File: src/rtl/core/sdr_usb_frame_deframer_macros.svh
// ----------------------------------------------------------------------------
// sdr_usb_frame_deframer_macros.svh
// Assertion macros for the receiver frame deframer.
// ----------------------------------------------------------------------------
`ifndef SDR_USB_FRAME_DEFRAMER_MACROS_SVH
`define SDR_USB_FRAME_DEFRAMER_MACROS_SVH

// Same-cycle implication, disabled while reset is asserted.
`define SUFD_ASSERT_IMPLIES(label, clk, rst_n, ante, cons) \
    label: assert property (@(posedge clk) disable iff (!(rst_n)) (ante) |-> (cons)) \
        else $error("sufd assertion failed");

// Next-cycle implication, disabled while reset is asserted.
`define SUFD_ASSERT_NEXT(label, clk, rst_n, ante, cons) \
    label: assert property (@(posedge clk) disable iff (!(rst_n)) (ante) |=> (cons)) \
        else $error("sufd assertion failed");

`endif

File: src/rtl/core/sufd_pkg.sv
// ----------------------------------------------------------------------------
// sufd_pkg
// Types and constants shared by the receiver frame deframer modules.
// ----------------------------------------------------------------------------
package sufd_pkg;

    localparam int SAMPLE_GROUPS_DEF = 63;
    localparam int HEADER_BYTES      = 8;
    localparam int SYNC_BYTES        = 3;
    localparam int POS_W             = 9;
    localparam logic [7:0] SYNC_RESET = 8'h7F;

    typedef enum logic [1:0] {
        KIND_SAMPLE    = 2'd0,
        KIND_CONTROL   = 2'd1,
        KIND_SYNC_LOST = 2'd2
    } sufd_kind_t;

    typedef struct packed {
        logic       frame_start;
        logic [7:0] data_byte;
    } sufd_beat_t;

    typedef struct packed {
        sufd_kind_t   result_kind;
        logic [15:0]  second_value;
        logic [15:0]  first_value;
        logic [4:0]   control_address;
        logic         keys_changed;
        logic         dot_key;
        logic         dash_key;
        logic         push_to_talk;
        logic [15:0]  mic_channel;
        logic [23:0]  right_channel;
        logic [23:0]  left_channel;
    } sufd_result_t;

    typedef struct packed {
        logic advance;
        logic result_present;
    } sufd_ctrl_t;

endpackage

File: src/rtl/core/sufd_in_stage.sv
// ----------------------------------------------------------------------------
// sufd_in_stage
// Input register: holds one accepted beat until the decoder takes it.
// ----------------------------------------------------------------------------
module sufd_in_stage
    import sufd_pkg::*;
(
    input  logic       aclk,
    input  logic       aresetn,
    input  logic       s_tvalid,
    output logic       s_tready,
    input  sufd_beat_t beat_in,
    input  logic       advance,
    output logic       beat_valid,
    output sufd_beat_t beat_out
);

    logic       valid_reg, valid_next;
    sufd_beat_t beat_reg, beat_next;

    assign s_tready = !valid_reg || advance;

    always_comb begin
        valid_next = valid_reg;
        beat_next  = beat_reg;
        if (s_tvalid && s_tready) begin
            valid_next = 1'b1;
            beat_next  = beat_in;
        end else if (advance) begin
            valid_next = 1'b0;
        end
    end

    always_ff @(posedge aclk) begin
        if (!aresetn) begin
            valid_reg <= 1'b0;
        end else begin
            valid_reg <= valid_next;
        end
        beat_reg <= beat_next;
    end

    assign beat_valid = valid_reg;
    assign beat_out   = beat_reg;

endmodule

File: src/rtl/core/sufd_decoder.sv
// ----------------------------------------------------------------------------
// sufd_decoder
// Frame position tracking, sync check and field capture for one byte.
// ----------------------------------------------------------------------------
module sufd_decoder
    import sufd_pkg::*;
#(
    parameter int SAMPLE_GROUPS = SAMPLE_GROUPS_DEF
) (
    input  logic         aclk,
    input  logic         aresetn,
    input  logic         cfg_valid,
    input  logic [7:0]   cfg_data,
    input  logic         advance,
    input  sufd_beat_t   beat,
    output logic         result_present,
    output sufd_result_t result
);

    localparam int FRAME_BYTES = HEADER_BYTES + 8 * SAMPLE_GROUPS;
    localparam logic [POS_W:0] FRAME_LEN = (POS_W + 1)'(FRAME_BYTES);
    localparam logic [POS_W-1:0] POS_SYNC_END = POS_W'(SYNC_BYTES);
    localparam logic [POS_W-1:0] POS_CTRL_LAST = POS_W'(HEADER_BYTES - 1);

    logic [7:0]       sync_reg, sync_next;
    logic [POS_W-1:0] pos_reg, pos_next;
    logic             in_sync_reg, in_sync_next;
    logic [7:0]       head_reg, head_next;
    logic [31:0]      payload_reg, payload_next;
    logic [55:0]      shift_reg, shift_next;
    logic [2:0]       keys_reg, keys_next;

    logic             in_sync_eff;
    logic [POS_W-1:0] pos_eff;
    logic [POS_W:0]   pos_inc;
    logic [63:0]      group;

    always_comb begin
        sync_next      = cfg_valid ? cfg_data : sync_reg;
        pos_next       = pos_reg;
        in_sync_next   = in_sync_reg;
        head_next      = head_reg;
        payload_next   = payload_reg;
        shift_next     = shift_reg;
        keys_next      = keys_reg;
        result_present = 1'b0;
        result         = '0;
        result.result_kind = KIND_SAMPLE;

        in_sync_eff = beat.frame_start || in_sync_reg;
        pos_eff     = beat.frame_start ? '0 : pos_reg;
        pos_inc     = {1'b0, pos_eff} + 1'b1;
        group       = {shift_reg, beat.data_byte};

        if (advance && in_sync_eff) begin
            in_sync_next = 1'b1;
            pos_next     = (pos_inc >= FRAME_LEN) ? '0 : pos_inc[POS_W-1:0];
            if (pos_eff < POS_SYNC_END) begin
                if (beat.data_byte != sync_reg) begin
                    in_sync_next       = 1'b0;
                    pos_next           = '0;
                    result_present     = 1'b1;
                    result.result_kind = KIND_SYNC_LOST;
                end
            end else if (pos_eff == POS_SYNC_END) begin
                head_next = beat.data_byte;
            end else if (pos_eff <= POS_CTRL_LAST) begin
                payload_next = {payload_reg[23:0], beat.data_byte};
                if (pos_eff == POS_CTRL_LAST) begin
                    keys_next              = head_reg[2:0];
                    result_present         = 1'b1;
                    result.result_kind     = KIND_CONTROL;
                    result.push_to_talk    = head_reg[0];
                    result.dash_key        = head_reg[1];
                    result.dot_key         = head_reg[2];
                    result.keys_changed    = head_reg[2:0] != keys_reg;
                    result.control_address = head_reg[7:3];
                    result.first_value     = payload_next[31:16];
                    result.second_value    = payload_next[15:0];
                end
            end else if (pos_eff[2:0] != 3'd7) begin
                shift_next = group[55:0];
            end else begin
                result_present       = 1'b1;
                result.result_kind   = KIND_SAMPLE;
                result.left_channel  = group[63:40];
                result.right_channel = group[39:16];
                result.mic_channel   = group[15:0];
            end
        end
    end

    always_ff @(posedge aclk) begin
        if (!aresetn) begin
            sync_reg    <= SYNC_RESET;
            pos_reg     <= '0;
            in_sync_reg <= 1'b0;
            keys_reg    <= '0;
        end else begin
            sync_reg    <= sync_next;
            pos_reg     <= pos_next;
            in_sync_reg <= in_sync_next;
            keys_reg    <= keys_next;
        end
        head_reg    <= head_next;
        payload_reg <= payload_next;
        shift_reg   <= shift_next;
    end

endmodule

File: src/rtl/core/sufd_out_stage.sv
// ----------------------------------------------------------------------------
// sufd_out_stage
// Result register toward the master side.
// ----------------------------------------------------------------------------
module sufd_out_stage
    import sufd_pkg::*;
(
    input  logic         aclk,
    input  logic         aresetn,
    input  sufd_ctrl_t   ctrl,
    input  sufd_result_t result_in,
    input  logic         m_tready,
    output logic         m_tvalid,
    output sufd_result_t result_out
);

    logic         valid_reg, valid_next;
    sufd_result_t result_reg, result_next;

    always_comb begin
        valid_next  = valid_reg;
        result_next = result_reg;
        if (ctrl.advance) begin
            valid_next = ctrl.result_present;
            if (ctrl.result_present) begin
                result_next = result_in;
            end
        end else if (m_tready) begin
            valid_next = 1'b0;
        end
    end

    always_ff @(posedge aclk) begin
        if (!aresetn) begin
            valid_reg <= 1'b0;
        end else begin
            valid_reg <= valid_next;
        end
        result_reg <= result_next;
    end

    assign m_tvalid   = valid_reg;
    assign result_out = result_reg;

endmodule

File: src/rtl/core/sdr_usb_frame_deframer.sv
// An accepted beat waits in the input register; the combinational decoder
// passes its result into the result register on m_. Throughput: one byte
// per cycle unless m_ stalls; the two registers decouple the sides around it.
// Reset (aresetn, synchronous, active low) clears both stages, the frame
// position and sync flag, the stored keys, and loads sync_value with 0x7F.
// ----------------------------------------------------------------------------
// sdr_usb_frame_deframer
// Receiver frame deframer: sync check, control decode and sample unpacking.
// ----------------------------------------------------------------------------
`include "sdr_usb_frame_deframer_macros.svh"

module sdr_usb_frame_deframer
    import sufd_pkg::*;
#(
    parameter int SAMPLE_GROUPS = SAMPLE_GROUPS_DEF
) (
    input  logic         aclk,
    input  logic         aresetn,
    input  logic         cfg_valid,
    output logic         cfg_ready,
    input  logic [7:0]   cfg_data,     // sync_value
    input  logic         s_tvalid,
    output logic         s_tready,
    input  logic [7:0]   s_tdata,      // data_byte
    input  logic [0:0]   s_tuser,      // frame_start
    output logic         m_tvalid,
    input  logic         m_tready,
    // left_channel[23:0], right_channel[47:24], mic_channel[63:48],
    // push_to_talk[64], dash_key[65], dot_key[66], keys_changed[67],
    // control_address[72:68], first_value[88:73], second_value[104:89]
    output logic [111:0] m_tdata,
    output logic [1:0]   m_tuser       // result_kind
);

    sufd_beat_t   beat_in, beat;
    logic         beat_valid;
    sufd_ctrl_t   ctrl;
    sufd_result_t dec_result, out_result;

    assign cfg_ready = 1'b1;

    assign beat_in.data_byte   = s_tdata;
    assign beat_in.frame_start = s_tuser[0];

    assign ctrl.advance = beat_valid && (!m_tvalid || m_tready);

    sufd_in_stage u_in (
        .aclk       (aclk),
        .aresetn    (aresetn),
        .s_tvalid   (s_tvalid),
        .s_tready   (s_tready),
        .beat_in    (beat_in),
        .advance    (ctrl.advance),
        .beat_valid (beat_valid),
        .beat_out   (beat)
    );

    sufd_decoder #(
        .SAMPLE_GROUPS (SAMPLE_GROUPS)
    ) u_dec (
        .aclk           (aclk),
        .aresetn        (aresetn),
        .cfg_valid      (cfg_valid),
        .cfg_data       (cfg_data),
        .advance        (ctrl.advance),
        .beat           (beat),
        .result_present (ctrl.result_present),
        .result         (dec_result)
    );

    sufd_out_stage u_out (
        .aclk       (aclk),
        .aresetn    (aresetn),
        .ctrl       (ctrl),
        .result_in  (dec_result),
        .m_tready   (m_tready),
        .m_tvalid   (m_tvalid),
        .result_out (out_result)
    );

    assign m_tuser = out_result.result_kind;
    assign m_tdata = {7'd0, out_result.second_value, out_result.first_value,
                      out_result.control_address, out_result.keys_changed,
                      out_result.dot_key, out_result.dash_key,
                      out_result.push_to_talk, out_result.mic_channel,
                      out_result.right_channel, out_result.left_channel};

    `SUFD_ASSERT_IMPLIES(a_sync_lost_empty, aclk, aresetn, m_tvalid && (m_tuser == KIND_SYNC_LOST), m_tdata == '0)
    `SUFD_ASSERT_IMPLIES(a_sample_no_ctrl, aclk, aresetn, m_tvalid && (m_tuser == KIND_SAMPLE), m_tdata[111:64] == '0)
    `SUFD_ASSERT_IMPLIES(a_full_blocks_input, aclk, aresetn, beat_valid && m_tvalid && !m_tready, !s_tready)
    `SUFD_ASSERT_NEXT(a_stall_holds_result, aclk, aresetn, m_tvalid && !m_tready, m_tvalid && $stable(m_tdata) && $stable(m_tuser))

endmodule

File: config.mk
export PLATFORM = sky130hd
export DESIGN_NAME = sdr_usb_frame_deframer
export DESIGN_NICKNAME = d
export VERILOG_FILES = /design/src/rtl/core/sufd_pkg.sv /design/src/rtl/core/sufd_in_stage.sv /design/src/rtl/core/sufd_decoder.sv /design/src/rtl/core/sufd_out_stage.sv /design/src/rtl/core/sdr_usb_frame_deframer.sv
export VERILOG_INCLUDE_DIRS = /design/src /design/src/rtl/core
export SDC_FILE = /design/constraint.sdc
export NUM_CORES = 1
export LEC_CHECK = 0
export BUFFER_PORTS_ARGS = -buffer_cell sky130_fd_sc_hd__buf_4
export CAP_MARGIN = 20
export CORE_ASPECT_RATIO = 0.6
export CORE_MARGIN = 4
export CORE_UTILIZATION = 35
export DETAILED_ROUTE_END_ITERATION = 7
export PLACE_DENSITY = 0.53
export SLEW_MARGIN = 20
export SYNTH_ARGS = -nofsm -noshare
export SYNTH_HDL_FRONTEND = slang
export SYNTH_SLANG_ARGS = --single-unit
File: constraint.sdc
create_clock -name aclk -period 8.6 [get_ports aclk]
set_input_delay 1.29 -clock aclk [delete_from_list [all_inputs] [get_ports aclk]]
set_output_delay 1.29 -clock aclk [all_outputs]
set_load 0.05 [all_outputs]
==> results.py <==
metrics = {
    "synthesis": {
        "synth_top_area_share": 0.7445,
        "synth_top_area_cell": "edfxtp_1",
        "synthTopCellsByArea": "edfxtp_1 (74%), and2_1 (8.1%), dfxtp_1 (5.6%), mux2i_1 (0.97%), xnor2_1 (0.96%)",
        "syn_avg_cell_area_um2": 16.93,
        "async_flop_share": 0,
        "synth_cell_types": 41,
        "synth-edff-count": 204,
        "synth-seq-cells": 227,
        "syn-cell-area_um2": 8228,
        "yosysSeqAreaShare": 0.8005,
        "synth_ff_type": "edfxtp_1",
        "synthCells": 486,
        "ys.warnings.count": 0,
    },
    "critical_path": {
        "crit_type": "input pin to primary output",
        "rr_startpoint": "u_in.beat_out[8]",
        "required_ns": 7.31,
        "worstPathMaxFanout": 6,
        "rrSetupSlack_ns": 5.64,
        "rr_worst_depth": 5,
        "r2r_end": "u_out.result_out[11]",
        "endpoint_kind": "primary output",
        "critPathLaunchType": "input pin",
        "cp.arrival_ns": 2.17,
    },
    "cells_and_area": {
        "largest_register_ffs": 107,
        "num_antenna_cells": 0,
        "final_common_cell": "edfxtp_1",
        "nNetsFinal": 648,
        "final_cell_mix": "edfxtp_1 (204), buf_4 (135), and2_1 (107)",
        "synthToLayoutAreaGrowth_pct": 24.76,
        "drive_gt1_frac": 0.2813,
        "final_cell_area_um2": 10260,
    },
    "clock_network": {
        "cts.sinks": 227,
        "ctsResizeCount": 0,
        "clockBufferDepth": 3,
        "cts_tree": "built",
        "htree_num_levels": 1,
        "clkTransAtPathRegs_ns": 0.06,
        "postCtsSetupBuffers": 0,
        "worst_skew_pair.late_latency_ns": 0.50,
        "hold_buffers": 0,
        "cts_buffers": 22,
        "clockRootBuffer": "clkbuf_16",
    },
    "sta": {
        "drv_slew": 0,
        "layout_min_cycle_time_ns": 3.456,
        "clock.fmax_mhz": 289.4,
        "period_share": 0.4018,
        "finalHoldViolations": 0,
        "worst_pin_slew_ns": 0.9318,
        "max_slew_margin": 0.3754,
        "finalSetupViolations": 0,
        "rsz0062_at_grt": "false",
        "setup-tns-final_ns": 0,
        "clock_skew_ns": 0.01261,
    },
    "die": {
        "rows": 43,
        "die_area_um2": 26110,
        "initial_utilization": 0.3557,
        "die_w_um": 205.9,
        "coreArea_um2": 23130,
        "io-pin-count": 139,
        "dieHeight_um": 126.8,
    },
    "drt": {
        "drc": 0,
        "vias_per_cell": 4.472,
        "first_pass_iters": 4,
        "ant_nets": 0,
        "vias": 4271,
        "wl_um": 16040,
        "drt_iter0_markers": 246,
        "wl_per_cell_um": 16.79,
    },
    "global_routing": {
        "grt_use_total": 0.1196,
        "grt_start_max_net_pins": 65,
        "grt_pass1_vias": 4162,
        "grt_pass1_wl_um": 24560,
        "antenna_found_initial": 1,
        "grt-ovfl-total": 0,
    },
    "power_and_ir_drop": {
        "combPwrFrac": 0.053,
        "switchingPower_mw": 0.4909,
        "p_clk_frac": 0.407,
        "p_per_area_nw_per_um2": 222.0,
        "irDropWorstVdd_mv": 0.1067,
        "p_leak_nw": 3.731,
        "p_int_mw": 1.788,
        "sw_frac_of_total": 0.2154,
        "pwr-share-seq": 0.540,
    },
    "flow_run": {
        "drv_cap": 0,
    },
    "placed_design": {
        "gp_congestion": 0.7377,
        "dpl.hpwl_um": 10320,
        "post_dp_cell_area_um2": 9535,
        "port_buffers": 130,
    },
    "worst_hold_path": {
        "min_path_type": "flop to flop",
        "hold_path_end": "u_dec.shift_reg[53]",
        "min_from": "u_dec.shift_reg[45]",
        "hold_depth": 0,
    },
    "status": {
        "status": "complete, no violations",
    },
}
worst max-delay path by stage:
stage | from | slack (ns) | end
CTS | m_tready | 5.15 | s_tready
global placement | m_tready | 4.99 | u_out.result_out[10]
floorplan | m_tready | 0.78 | u_out.result_out[0]
global route | m_tready | 5.07 | s_tready
finish | m_tready | 5.14 | s_tready
detailed placement | m_tready | 4.92 | u_out.result_out[85]
metrics by stage:
step / hold slack [ns] / setup slack [ns] / total power [mW] / util / std cells
floorplan: 0.4174 / 0.7816 / 1.336 / - / 492
global placement: 0.4207 / 4.992 / 1.376 / 0.4122 / 914
detailed placement: 0.4228 / 4.920 / 1.377 / 0.4122 / 914
CTS: 0.4331 / 5.149 / 2.311 / 0.4425 / 954
global route: 0.4407 / 5.065 / 2.366 / 0.4437 / 955
finish: 0.4311 / 5.144 / 2.279 / 0.4437 / 955
final cells by class:
cell class / count / area [um2]
fillers: 2077 / 12870
flip-flops and latches: 227 / 6586
multi-input cells: 235 / 1534
repair buffers: 136 / 1041
clock buffers: 34 / 635.6
well taps: 315 / 394.1
clock inverters: 6 / 66.31
inverters: 2 / 7.507
cells by family after synthesis:
kind of cell / count (synthesis) / share of synthesized area
flip-flops: 227 / 0.8005
AND/OR/NAND/NOR: 172 / 0.1252
AO/OA/AOI/OAI: 33 / 0.02798
buffers and inverters: 30 / 0.01992
XOR/XNOR: 12 / 0.01277
multiplexers: 8 / 0.009733
adder cells (fa/ha/maj): 2 / 0.003041
other: 2 / 0.0009127
Yosys cell counts (all sizes together) (3+ instances only):
cell	number
edfxtp	204
and2	107
dfxtp	23
clkbuf	16
nand2	16
nor2	13
buf	12
nor2b	12
xnor2	9
mux2i	8
o21ai	8
nand3	6
a21boi	5
nand4	5
a31oi	4
and3	4
o21a	4
a22oi	3
xor2	3
routing by layer:
layer	global-route usage	part of all wire	routed length, um	up-vias
li1	-	-	-	2025
met2	0.1620	0.41	6523	152
met3	0.03398	0.076	1223	23
met4	0.02385	0.018	284	0
met1	0.1906	0.50	8006	2071
met5	0	0	0	-
power groups by stage:
| stage | clock network (mW) | registers (mW) | logic [mW] |
|---|---|---|---|
| CTS | 0.957 | 1.23 | 0.123 |
| global route | 1.01 | 1.23 | 0.128 |
| detailed placement | 0 | 1.25 | 0.123 |
| global placement | 0 | 1.25 | 0.122 |
| finish | 0.927 | 1.23 | 0.121 |
| floorplan | 0 | 1.30 | 0.0318 |
worst max-delay path, stage by stage:
cell and delay, ns:
buf_4 0.11, nor2b_1 0.40, nand2_1 0.14, buf_4 0.22
No activity file was read; power rests on OpenSTA's default activity.
